$ cat config.mk
export PLATFORM = sky130hd
export DESIGN_NAME = rmbv_div_stage
export DESIGN_NICKNAME = d
export VERILOG_FILES = /design/src/design/rmbv_pkg.sv /design/src/design/rmbv_div_stage.sv
export SDC_FILE = /design/constraint.sdc
export NUM_CORES = 2
export LEC_CHECK = 0
export ABC_AREA = 0
export BUFFER_PORTS_ARGS = -buffer_cell sky130_fd_sc_hd__buf_4
export CAP_MARGIN = 20
export CORE_AREA = 2 2 495 497
export CTS_CLUSTER_SIZE = 10
export DETAILED_ROUTE_END_ITERATION = 7
export DIE_AREA = 0 0 497 499
export PLACE_DENSITY = 0.37
export SLEW_MARGIN = 20
export SYNTH_ARGS = -nofsm -noshare
export SYNTH_HDL_FRONTEND = slang
export SYNTH_SLANG_ARGS = --single-unit
$ cat constraint.sdc
create_clock -name clk -period 13.9 [get_ports clk]
set_input_delay 0.695 -clock clk [delete_from_list [all_inputs] [get_ports clk]]
set_output_delay 0.695 -clock clk [all_outputs]
set_load 0.005 [all_outputs]
$ cat src/design/rmbv_pkg.sv
// ----------------------------------------------------------------------------
// rmbv_pkg
// Shared constants, types and helpers for the rotation-between-vectors block.
// ----------------------------------------------------------------------------
package rmbv_pkg;

  // fixed point format
  localparam int FRAC_BITS = 14;
  localparam int IN_W      = 16;
  localparam int ONE       = 1 << FRAC_BITS;
  localparam int HALF      = 1 << (FRAC_BITS - 1);

  // internal widths
  localparam int PROD_W = 2 * IN_W;     // 16x16 product
  localparam int SUM_W  = PROD_W + 2;   // sum of three products
  localparam int V_W    = 19;           // rounded cross / dot
  localparam int DEN_W  = 18;           // positive denominator
  localparam int SQ_W   = 2 * V_W;      // entries of K*K
  localparam int QW     = 21;           // quotient bits kept before clamping
  localparam int REM_W  = DEN_W;
  localparam int NHI_W  = SQ_W - QW;    // numerator bits above the quotient
  localparam int ACC_W  = 24;           // I + K + quotient
  localparam int OUT_W  = 16;

  // pipeline shape
  localparam int STEPS      = 3;                 // quotient bits per stage
  localparam int DIV_STAGES = QW / STEPS;
  localparam int NSTG       = 5 + DIV_STAGES + 1;

  // config register map
  localparam logic REG_MIN_DEN = 1'b0;

  typedef logic signed [V_W-1:0] vcomp_t;

  typedef struct packed {
    logic signed [IN_W-1:0] src_x;
    logic signed [IN_W-1:0] src_y;
    logic signed [IN_W-1:0] src_z;
    logic signed [IN_W-1:0] dst_x;
    logic signed [IN_W-1:0] dst_y;
    logic signed [IN_W-1:0] dst_z;
  } vec_t;

  typedef struct packed {
    vcomp_t             vx;
    vcomp_t             vy;
    vcomp_t             vz;
    logic [DEN_W-1:0]   den;
    logic               degen;
  } front_t;

  typedef struct packed {
    logic             neg;
    logic             ovf;
    logic [REM_W-1:0] rem;
    logic [QW-1:0]    nlo;
    logic [QW-1:0]    q;
  } div_elem_t;

  typedef struct packed {
    div_elem_t [8:0]  el;
    vcomp_t           vx;
    vcomp_t           vy;
    vcomp_t           vz;
    logic [DEN_W-1:0] den;
    logic             degen;
  } div_word_t;

  typedef struct packed {
    logic signed [8:0][OUT_W-1:0] r;
    logic                         degen;
  } rot_t;

  // drop FRAC_BITS fraction bits, nearest, ties away from zero
  function automatic vcomp_t round_frac(input logic signed [SUM_W-1:0] x);
    logic [SUM_W-1:0] mag;
    logic [SUM_W-1:0] q;
    begin
      mag = x[SUM_W-1] ? SUM_W'(-x) : SUM_W'(x);
      q   = (mag + SUM_W'(HALF)) >> FRAC_BITS;
      return x[SUM_W-1] ? V_W'(-q) : V_W'(q);
    end
  endfunction

  // entry of the skew matrix [v]x at row-major position idx
  function automatic vcomp_t skew(input logic [3:0] idx, input vcomp_t vx,
                                 input vcomp_t vy, input vcomp_t vz);
    begin
      case (idx)
        4'd1:    return -vz;
        4'd2:    return vy;
        4'd3:    return vz;
        4'd5:    return -vx;
        4'd6:    return -vy;
        4'd7:    return vx;
        default: return '0;
      endcase
    end
  endfunction

endpackage

$ cat src/design/rmbv_div_stage.sv
// ----------------------------------------------------------------------------
// rmbv_div_stage
// One stage of the restoring divider: a few quotient bits for all nine entries.
// ----------------------------------------------------------------------------
module rmbv_div_stage import rmbv_pkg::*; (
  input  logic      clk,
  input  logic      en,
  input  div_word_t din,
  output div_word_t dout
);

  div_word_t        nxt;
  logic [REM_W:0]   r;

  // shift in numerator bits, subtract where the divisor fits
  always_comb begin
    nxt = din;
    r   = '0;
    for (int e = 0; e < 9; e++) begin
      for (int s = 0; s < STEPS; s++) begin
        r = {nxt.el[e].rem, nxt.el[e].nlo[QW-1]};
        nxt.el[e].nlo = nxt.el[e].nlo << 1;
        if (r >= {1'b0, din.den}) begin
          nxt.el[e].rem = REM_W'(r - {1'b0, din.den});
          nxt.el[e].q   = {nxt.el[e].q[QW-2:0], 1'b1};
        end else begin
          nxt.el[e].rem = REM_W'(r);
          nxt.el[e].q   = {nxt.el[e].q[QW-2:0], 1'b0};
        end
      end
    end
  end

  always_ff @(posedge clk) begin
    if (en) begin
      dout <= nxt;
    end
  end

endmodule

# Word level (Yosys, flattened, before mapping)
# Index checks and enable logic that the tools add are counted.
dict set report classes {
  order_cmp 27
  addsub 27
  muxes 54
}
# op count
set ops {}
lappend ops {{$ge 19x18->1} 27}
lappend ops {{$mux 18} 27}
lappend ops {{$sub 18x18->18} 27}
lappend ops {{$mux 1} 27}
dict set report totals {
  out_inout_bits 634
  inputBits 636
  regBits 607
  wordCells 158
}

# Depth between registers and ports, before layout
dict set report depth {
  depth_word 6
  ltp_mapped 39
  mapped_depth_nobuf 34
}

# Worst setup path before layout
# No wires, ideal clock.
dict set report synth_timing {
  kind {input port to flip-flop}
  start {input din[2] (netlist bit)}
  end {register dout[499] (netlist bit) (data pin)}
  required_ps 13640
  stages 38
  path_slack_ps 4358
  n_path_buf 4
  arrival_ps 9282
  path_cell_list {inv_1 -> ha_1 -> nor2b_1 -> o31a_1 -> o41ai_2 -> a21oi_1 -> a211o_1 -> nand2_2 -> buf_1 -> nor2_1 -> a21oi_1 -> inv_1 -> ha_1 -> nor2b_1 -> o31a_1 -> o31a_1 -> nor4b_1 -> nor2_1 -> (+2 left out) -> and3_1 -> buf_2 -> buf_2 -> mux2_2 -> inv_1 -> ha_1 -> nor2b_1 -> o31a_1 -> o31a_1 -> nand2_1 -> nand4_1 -> a41o_1 -> a31o_2 -> a21o_1 -> a211oi_2 -> inv_2 -> buf_2 -> mux2_2}
}
# item line
set synth_rtl {}
lappend synth_rtl {{start, declared} rmbv_div_stage.sv:8} ;# input div_word_t din,
lappend synth_rtl {{end signal, assigned} rmbv_div_stage.sv:36} ;# dout <= nxt;
lappend synth_rtl {{end, declared} rmbv_div_stage.sv:9} ;# output div_word_t dout

==> flow_summary.ini <==
[final_layout]
largest_register = dout
largest_reg_flops = 607
fin_cells = 8980
top_regs = dout: 607 flops
drive_gt1_frac = 0.307
nNetsFinal = 6847
fin_util = 0.258
areaGrowthSynthToFinish_pct = 34.9

[hold_path]
hold_path_class = input port to flip-flop

[sta]
worstMarginPinSlew_ns = 1.10
rsz0062_at_grt = false
tns_ns = 0
fin_crit_sh = 0.773
hold_viol = 0
hold-worst-slack_ns = 0.130
max_freq_mhz = 93.1
fin_crit_ns = 10.75
max_slew_margin = 0.264
slew_violations = 0
setup_viol = 0

[logic_synthesis]
yosys-top-cells-count = edfxtp_1, ha_1, a21oi_1
syn-cell-area_um2 = 46400
synth_seq_area_share = 0.393
synth_edf_count = 607
synth_top_area_share = 0.393
synthDistinctLibCells = 97
synth.avg_cell_area_um2 = 10.6
synthTopCellsByArea = edfxtp_1, ha_1, mux2_2
syn_inst = 4388
synthArstFlopShare = 0
synth.most_common_cell = edfxtp_1
yosysWarnings = 0
synth_ff_type = edfxtp_1
synth_top_area_cell = edfxtp_1
ys_ff_latch = 607

[clock_tree]
ctsHoldBuffers = 0
cts_resized = 0
cts_made_buffers = 87
post_cts_buffers = 0
clock_path_buffers = 3
cts_max_level = 3
clock-root-buffer = clkbuf_16
cts_tree = yes
path_clk_slew_ns = 0.06
cts.sinks = 607

[worst_setup_path]
path_depth = 34
worstSetupEndpoint = dout[186]
cp_data_required_time_ns = 14.38
cp_max_fo = 19
crit_family = compound AO/OA/AOI/OAI gates
crit_path_top_delay_cell = nor2b_1
end_kind = flip-flop
cp_common_cell = a21oi_1
max_stage_delay_ns = 0.85
critical_path_class = input port to flip-flop
crit_buf_inv = 5
worstSetupStartpointType = input port
critPathArrivalTime_ns = 11.22
crit_path_start = din[2]

[power_and_ir_drop]
p_clk_frac = 0.202
p_leak_nw = 26.7
p_switching_w = 0.00466
share_comb_of_total_power = 0.554
p_int_w = 0.00680
power.share.sequential = 0.244
ir_worst_vdd_mv = 0.0939
p_sw_frac = 0.407
power.density_nw_per_um2 = 183

[floorplanning]
die_w_um = 497
initial_utilization = 0.191
die_area_um2 = 248000
die-height_um = 499
io_pins = 1270
std_cell_rows = 181
core_um2 = 243000

[global_routing]
grt-ovfl-total = 0
grt_start_max_net_pins = 126
antenna_found_initial = 103
grt_use_total = 0.214
grt_pass1_wl_um = 362000
grt_pass1_vias = 40290

[routing]
wl_per_cell_um = 30.7
num_vias = 41351
antenna_left = 0
vias_per_cell = 4.60
route.detailed.drc = 0
dr.pass1.iters = 6
first_iter_violations = 2738
detail_route.wirelength_um = 276000

[placed_design]
port_buffers = 1215
place_hpwl_um = 230000
globalplace.congestion = 0.914
place_inst = 8811

[outcome]
status = complete, no violations

[flow_run]
maxCapViolations = 0
==> layout by cell type (no fill, tap or decap), drive strengths merged, types with 26 or more instances in the layout <==
master | Yosys | final
nand4 | 65 | 65
a21o | 175 | 175
nor3 | 83 | 83
conb | 1 | 27
nor2 | 279 | 279
a21oi | 356 | 356
clkinv | 1 | 33
nor2b | 70 | 70
edfxtp | 607 | 607
clkbuf | 35 | 105
o21bai | 42 | 42
xor2 | 106 | 106
ha | 486 | 486
buf | 56 | 1286
mux2 | 280 | 280
fa | 27 | 27
and3 | 31 | 31
inv | 212 | 214
xnor2 | 271 | 271
nand2 | 255 | 255
o21a | 71 | 71
o21ai | 248 | 248
a21boi | 26 | 26
a31oi | 40 | 40
a211oi | 28 | 28
nand2b | 48 | 48
nand3 | 67 | 67
mux2i | 105 | 105
==> kinds of logic after synthesis <==
kind of cell,share of synthesized area
compound gates,0.169
mux,0.0915
other cells,0.0000808
simple gates,0.105
buf+inv,0.0280
fa+ha+maj,0.143
xor+xnor,0.0711
flops,0.393
==> power by group through the flow <==
stage	registers, W	logic, W	clock network [W]
after floorplan	0.00279	0.00402	0
after global placement	0.00285	0.00636	0
after detailed placement	0.00284	0.00634	0
after CTS	0.00282	0.00640	0.00242
after global routing	0.00284	0.00692	0.00246
final	0.00280	0.00635	0.00231
==> final cells by class <==
| class | instances | area (um^2) |
|---|---|---|
| sequential | 607 | 18200 |
| inverter | 213 | 801 |
| timing repair buffer | 1286 | 9700 |
| multi-input combinational | 3503 | 27000 |
| antenna | 19 | 47.5 |
| fill | 26006 | 180000 |
| tap | 3202 | 4010 |
| clock buffer | 105 | 2270 |
| clock inverter | 45 | 553 |
==> through the flow <==
stage | instance area [um^2] | setup slack, ns | power [W]
finish | 62600 | 3.15 | 0.0115
global route | 62600 | 2.46 | 0.0122
CTS | 62600 | 3.27 | 0.0116
detailed placement | 59800 | 2.47 | 0.00918
global placement | 59800 | 2.40 | 0.00921
floorplan | 46500 | 4.36 | 0.00681
==> how the worst min path moves through the flow <==
| stage | from | endpoint | slack (ns) | cells past startpoint |
|---|---|---|---|---|
| floorplan | din[0] | dout[0] | 0.79 | 0 |
| global placement | din[136] | dout[136] | 0.87 | 1 |
| detailed placement | din[109] | dout[112] | 0.87 | 1 |
| CTS | din[449] | dout[452] | 0.04 | 1 |
| global route | din[610] | dout[613] | 0.07 | 1 |
| finish | din[409] | dout[412] | 0.13 | 1 |
==> layer usage <==
layer | share of wire | up-vias | track usage | wire length, um
met1 | 0.43 | 20420 | 0.264 | 118000
met3 | 0.063 | 302 | 0.0549 | 17400
met5 | 0.0021 | - | 0 | 578
met2 | 0.49 | 1317 | 0.370 | 134000
li1 | - | 19214 | - | -
met4 | 0.023 | 98 | 0.0498 | 6310
Power figures use the tool's default switching activity.
