<file path="config.mk">
export PLATFORM = sky130hd
export DESIGN_NAME = rmbv_out_stage
export DESIGN_NICKNAME = d
export VERILOG_FILES = /design/src/design/rmbv_pkg.sv /design/src/design/rmbv_out_stage.sv
export SDC_FILE = /design/constraint.sdc
export NUM_CORES = 1
export LEC_CHECK = 0
export ABC_AREA = 1
export BUFFER_PORTS_ARGS = -buffer_cell sky130_fd_sc_hd__buf_2
export CAP_MARGIN = 20
export CORE_AREA = 2 2 304 306
export DETAILED_ROUTE_END_ITERATION = 6
export DIE_AREA = 0 0 306 308
export PLACE_DENSITY = 0.45
export SYNTH_ARGS = -nofsm -noshare
export SYNTH_HDL_FRONTEND = slang
export SYNTH_SLANG_ARGS = --single-unit
</file>
<file path="constraint.sdc">
create_clock -name clk -period 5.1 [get_ports clk]
set_clock_uncertainty 0.15 [all_clocks]
set_input_delay 0.255 -clock clk [delete_from_list [all_inputs] [get_ports clk]]
set_output_delay 0.255 -clock clk [all_outputs]
set_load 0.02 [all_outputs]
</file>
<file path="src/design/rmbv_pkg.sv">
// ----------------------------------------------------------------------------
// rmbv_pkg
// Shared constants, types and helpers for the rotation-between-vectors block.
// ----------------------------------------------------------------------------
package rmbv_pkg;

  // fixed point format
  localparam int FRAC_BITS = 14;
  localparam int IN_W      = 16;
  localparam int ONE       = 1 << FRAC_BITS;
  localparam int HALF      = 1 << (FRAC_BITS - 1);

  // internal widths
  localparam int PROD_W = 2 * IN_W;     // 16x16 product
  localparam int SUM_W  = PROD_W + 2;   // sum of three products
  localparam int V_W    = 19;           // rounded cross / dot
  localparam int DEN_W  = 18;           // positive denominator
  localparam int SQ_W   = 2 * V_W;      // entries of K*K
  localparam int QW     = 21;           // quotient bits kept before clamping
  localparam int REM_W  = DEN_W;
  localparam int NHI_W  = SQ_W - QW;    // numerator bits above the quotient
  localparam int ACC_W  = 24;           // I + K + quotient
  localparam int OUT_W  = 16;

  // pipeline shape
  localparam int STEPS      = 3;                 // quotient bits per stage
  localparam int DIV_STAGES = QW / STEPS;
  localparam int NSTG       = 5 + DIV_STAGES + 1;

  // config register map
  localparam logic REG_MIN_DEN = 1'b0;

  typedef logic signed [V_W-1:0] vcomp_t;

  typedef struct packed {
    logic signed [IN_W-1:0] src_x;
    logic signed [IN_W-1:0] src_y;
    logic signed [IN_W-1:0] src_z;
    logic signed [IN_W-1:0] dst_x;
    logic signed [IN_W-1:0] dst_y;
    logic signed [IN_W-1:0] dst_z;
  } vec_t;

  typedef struct packed {
    vcomp_t             vx;
    vcomp_t             vy;
    vcomp_t             vz;
    logic [DEN_W-1:0]   den;
    logic               degen;
  } front_t;

  typedef struct packed {
    logic             neg;
    logic             ovf;
    logic [REM_W-1:0] rem;
    logic [QW-1:0]    nlo;
    logic [QW-1:0]    q;
  } div_elem_t;

  typedef struct packed {
    div_elem_t [8:0]  el;
    vcomp_t           vx;
    vcomp_t           vy;
    vcomp_t           vz;
    logic [DEN_W-1:0] den;
    logic             degen;
  } div_word_t;

  typedef struct packed {
    logic signed [8:0][OUT_W-1:0] r;
    logic                         degen;
  } rot_t;

  // drop FRAC_BITS fraction bits, nearest, ties away from zero
  function automatic vcomp_t round_frac(input logic signed [SUM_W-1:0] x);
    logic [SUM_W-1:0] mag;
    logic [SUM_W-1:0] q;
    begin
      mag = x[SUM_W-1] ? SUM_W'(-x) : SUM_W'(x);
      q   = (mag + SUM_W'(HALF)) >> FRAC_BITS;
      return x[SUM_W-1] ? V_W'(-q) : V_W'(q);
    end
  endfunction

  // entry of the skew matrix [v]x at row-major position idx
  function automatic vcomp_t skew(input logic [3:0] idx, input vcomp_t vx,
                                 input vcomp_t vy, input vcomp_t vz);
    begin
      case (idx)
        4'd1:    return -vz;
        4'd2:    return vy;
        4'd3:    return vz;
        4'd5:    return -vx;
        4'd6:    return -vy;
        4'd7:    return vx;
        default: return '0;
      endcase
    end
  endfunction

endpackage

</file>
<file path="src/design/rmbv_out_stage.sv">
// ----------------------------------------------------------------------------
// rmbv_out_stage
// Last stage: I + K + quotient, saturation, degenerate zeroing, output register.
// ----------------------------------------------------------------------------
module rmbv_out_stage import rmbv_pkg::*; (
  input  logic      clk,
  input  logic      en,
  input  div_word_t din,
  output rot_t      rout
);

  logic [QW-1:0]           qs  [9];
  logic signed [ACC_W-1:0] qv  [9];
  logic signed [ACC_W-1:0] acc [9];
  rot_t                    nxt;

  always_comb begin
    nxt.degen = din.degen;
    for (int e = 0; e < 9; e++) begin
      // quotients too large to matter saturate the element anyway
      qs[e]  = din.el[e].ovf ? '1 : din.el[e].q;
      qv[e]  = din.el[e].neg ? -ACC_W'(qs[e]) : ACC_W'(qs[e]);
      acc[e] = qv[e] + ACC_W'(skew(4'(e), din.vx, din.vy, din.vz))
               + ((e % 4 == 0) ? ACC_W'(ONE) : ACC_W'(0));
      if (din.degen) begin
        nxt.r[e] = '0;
      end else if (acc[e] > ACC_W'(32767)) begin
        nxt.r[e] = OUT_W'(32767);
      end else if (acc[e] < -ACC_W'(32768)) begin
        nxt.r[e] = OUT_W'(-32768);
      end else begin
        nxt.r[e] = OUT_W'(acc[e]);
      end
    end
  end

  always_ff @(posedge clk) begin
    if (en) begin
      rout <= nxt;
    end
  end

endmodule

</file>
== Word level (Yosys, flattened, before mapping) ==
Index checks and enable logic that the tools add are counted.
Word-level totals
  flip-flop bits (word level): 145
  bits of input ports: 636
Cells by class
  add/subtract/negate cells: 21
  $lt $le $gt $ge: 18
  muxes and demuxes: 36
  reduce and logical (&&, ||, !) cells: 9
Operators with widths (count)
  greater-than comparator 24 x 16 -> 1 bit, second input constant: 9
  < comparator 24 x 16 -> 1 bit, second input constant: 9
  two-way mux 24 bit: 9
  negation 21 -> 24 bit: 9
  two-way mux 21 bit: 9
  adder 24 x 19 -> 24 bit: 6
  two-way mux 16 bit: 9
  two-way mux 15 bit: 9
  adder 24 x 16 -> 24 bit, second input constant: 3
  negation 19 bit: 3
  OR reduction 2 bit: 9

== Logic depth before layout (Yosys ltp) ==
  word-level depth: 7
  depth in mapped cells: 30
  depth with buffers taken out: 28

== Worst setup path before layout ==
OpenSTA, ideal clock, no wires.
  kind: input to register
  from: in din[508] (netlist bit)
  to: reg rout[101] (netlist bit), data pin
  library setup time: 0.270 ns
  arrival time: 3.860 ns
  required time: 4.680 ns
  slack: 0.820 ns
  cell stages on the path: 24
  buffers on the path: 3
  cells stage by stage: buf_6 -> clkbuf_1 -> nor2_1 -> ha_1 -> nand3_1 -> nor4_1 -> nand4_1 -> or2_2 -> o21ai_0 -> xor2_1 -> inv_1 -> ha_1 -> a21oi_1 -> o21ai_0 -> a21oi_1 -> nand3_1 -> or2_2 -> a21oi_1 -> nand2_1 -> nor2_1 -> nand3b_1 -> nand2_2 -> buf_6 -> a21oi_1
Between the ends
  word-level cells in the longest chain between the ends: 7
  elaborated cells between the ends (all ways): 8
  those cells by class: 2 x add/sub; 2 x order compare; 4 x mux
Ends and longest elaborated chain
  from (decl): line rmbv_out_stage.sv:8  | input div_word_t din,
  two-way mux 21 bit *: line rmbv_out_stage.sv:21  | qs[e] = din.el[e].ovf ? '1 : din.el[e].q;
  negation 21 -> 24 bit: line rmbv_out_stage.sv:22  | qv[e] = din.el[e].neg ? -ACC_W'(qs[e]) : ACC_W'(qs[e]);
  two-way mux 24 bit *: line rmbv_out_stage.sv:22
  adder 24 x 19 -> 24 bit *: line rmbv_out_stage.sv:23  | acc[e] = qv[e] + ACC_W'(skew(4'(e), din.vx, din.vy, din.vz))
  < comparator 24 x 16 -> 1 bit: line rmbv_out_stage.sv:29  | end else if (acc[e] < -ACC_W'(32768)) begin
  two-way mux 16 bit: line rmbv_out_stage.sv:29
  two-way mux 15 bit *: line rmbv_out_stage.sv:27  | end else if (acc[e] > ACC_W'(32767)) begin
  to (signal assigned): line rmbv_out_stage.sv:39  | rout <= nxt;
  to (decl): line rmbv_out_stage.sv:9  | output rot_t rout
Every way passes the cells marked *; elsewhere a longest branch is shown, timed or not.
A chain may end at the register's enable or synchronous reset.

== Worst setup path in the final report ==
  from: in din[322] (netlist bit)
  to: reg rout[52] (netlist bit), data pin
Same word-level chain as after synthesis.

==> results.tsv <==
metric	value	unit
FF+latch count, synth	145	
Yosys top cell area share	19.7	%
post-synthesis instance total	3525	
Vias/cell	4.61	
Initial Util	24.3	%
CP Class	in -> reg	
Port Buffer Count	411	
HPWL Detailed	72300	microns
TritonCTS clock tree	built	
pre-CTS WS	0.100	ns
gr ovfl total	0	
worst-margin pin slew	1.02	ns
Setup TNS	0	ns
buffers and inverters on the worst path	3	
slowest stage delay, CP	0.41	ns
max_cap viols	0	
Critical Path AT	4.60	ns
CTS Buf Count	17	
leakage power	0.0130	uW
Data required, critical path	5.15	ns
min Tclk post-route	4.55	ns
final hold vios	0	
post-route ant nets	0	
share of synthesized registers carrying an async set or reset	0	%
DRC	0	
Layout Cell Area excl Fill	26300	sq um
cell with the most instances after synthesis	nand2_1	
Layout Cells excl Fill	5132	
Detailed Route WL	84600	microns
fmax	0.220	GHz
CP Capture Type	flip-flop	
normalized max-slew margin	32.1	%
H-tree depth	4	
Synth area leader	edfxtp_1	
final count of negative-setup-slack endpoints	0	
Hold WC Path Type	in -> reg	
Post-Syn Nets	4332	
slowest CP cell	nor4_1	
Area Growth Syn to Fin	18.7	%
cell family with most CP delay	simple AND/OR/NAND/NOR gates	
Yosys cell types	49	
synth top area cells	edfxtp_1 (20%), nand2_1 (15%), ha_1 (9.3%)	
Nets	4735	
Synth Flop Type	edfxtp_1	
RSZ-0062 raised after global routing	false	
CP cell instances	buf_2 > nor2_1 > ha_1 > inv_1 > nor3_1 > nand3_1 > nor3_1 > nand2_1 > nor3_1 > nand4_1 > o21ai_0 > nand2_1 > xor2_1 > inv_1 > ha_1 > nand2_1 > nor4_1 > o21ai_0 > nand4_1 > nand3_1 > nor2_1 > nand3_1 > nand2_2 > a21oi_1	
commonest cells in the netlist	nand2_1 (885), nor2_1 (483), inv_1 (469), a21oi_1 (259), nand3_1 (199)	
First-pass DRT Iterations	5	
area of the core	91000	sq um
Mean Syn Cell Area	6.28	sq um
Die ar.	94200	sq um
Crit Path Max Fanout	16	
Tcrit/Tclk final	89.2	%
initial antenna violation count	26	
I/O Pins	781	
total track usage	17.6	%
Die H	308	microns
clock-pin slew on the worst setup and hold paths	0.07	ns
Ys Warns	0	
startpoint types	input pin	
VDD IR max	258	uV
vias in the first global route	22925	
global placement routability congestion	0.889	
root buf cell	clkbuf_16	
dpl cells	5094	
number of flip-flops under the largest register name	145	
via count	23643	
Rows	111	
CTS sink count	145	
largest net degree at the start of global routing	63	
first-pass GRT wire length	130000	microns
post-DR wirelength/cell	16.5	microns
Power per Cell Area	235	nW/um^2
chip width	306	microns
synthesized area	22100	sq um
share of post-route cells with drive strength above 1	15.5	%
outcome	completed	
Slew Viols, Final	0	
Largest regs	rout x145	
count of flip-flops with a built-in enable after synthesis	145	
post-synthesis sequential area ratio	19.7	%
clock buffer depth	2	
post-route setup slack	0.550	ns
largest register by flop count	rout	
Placed Area	25600	sq um
drt initial violations	1740	
-- timing repair --
action	4_1_cts	5_1_grt
hold buffers	1	0
endpoints found under the setup margin	0	4
buffers inserted	0	0
hold endpoints to repair	1	0
resized for setup	0	1
-- path summary, 6_finish.rpt --
kind	start	slack, ns	cells after the start	end
min	din[572]	0.05	3	rout[129]
max	din[322]	0.55	24	rout[52]
-- layer usage --
metal,global-route usage (%),vias to the layer above,routed length [microns]
met1,25.2,10611,42000
met5,0,-,221
met2,27.0,627,35200
li1,-,12285,-
met4,3.16,36,1090
met3,4.21,84,5980
-- logic make-up (layout without fill, tap and decap cells) --
kind of cell	count (synthesis)	count (layout)	share of synthesized area, %
and+or+nand+nor	1893	1893	37.3
DFF	145	145	19.7
xor gates and xnor gates	273	273	10.9
other	0	6	0
AOI/OAI and AO/OA	493	493	12.2
buffers and inverters	550	965	10.1
adders and majority gates	171	171	9.86
-- placed cells by master, fill, tap and decap left out, types with 15 or more instances in the layout --
master / n
o21bai_1: 18
xor2_1: 185
buf_2: 409
edfxtp_1: 145
nand2_2: 29
xnor2_1: 86
clkbuf_16: 17
a21o_1: 19
nand4_1: 70
inv_1: 468
nand3_1: 199
buf_4: 42
nand3b_1: 52
nor2_1: 483
ha_1: 165
a21boi_0: 15
a21oi_1: 259
o21ai_0: 129
a31oi_1: 16
nor2_2: 37
nand2_1: 885
nor4_1: 17
or2_2: 21
nor3_1: 62
-- cell type report --
type	instances	area, sq um
Timing Repair Buffer	457	2460
Sequential cell	145	4350
Clock buffer	17	425
Clock inverter	14	195
Tap cell	1186	1480
Fill cell	10304	64700
Multi-Input combinational cell	2830	15600
Antenna cell	6	15.0
Inverter	477	1790
-- tightest hold or removal path: cells and delay by family --
family	cells	cell delay [ns]
and+or+nand+nor	1	0.07
AOI/OAI and AO/OA	1	0.14
buffers and inverters	1	0.10
-- power breakdown --
part           internal [uW]  total (uW)  switching, uW
combinational           1110        3210           2100
clock                    785        1410            622
sequential              1510        1570           55.2
-- stage by stage --
stage / total power (uW) / util, % / hold slack (ns)
after floorplan: 3760 / - / 0.204
after global routing: 6670 / 28.9 / 0.0641
after detailed placement: 4790 / 28.2 / 0.533
after CTS: 6250 / 28.9 / 0.0117
final: 6180 / 28.9 / 0.0511
after global placement: 4820 / 28.2 / 0.525
No activity file was read; power rests on OpenSTA's default activity.
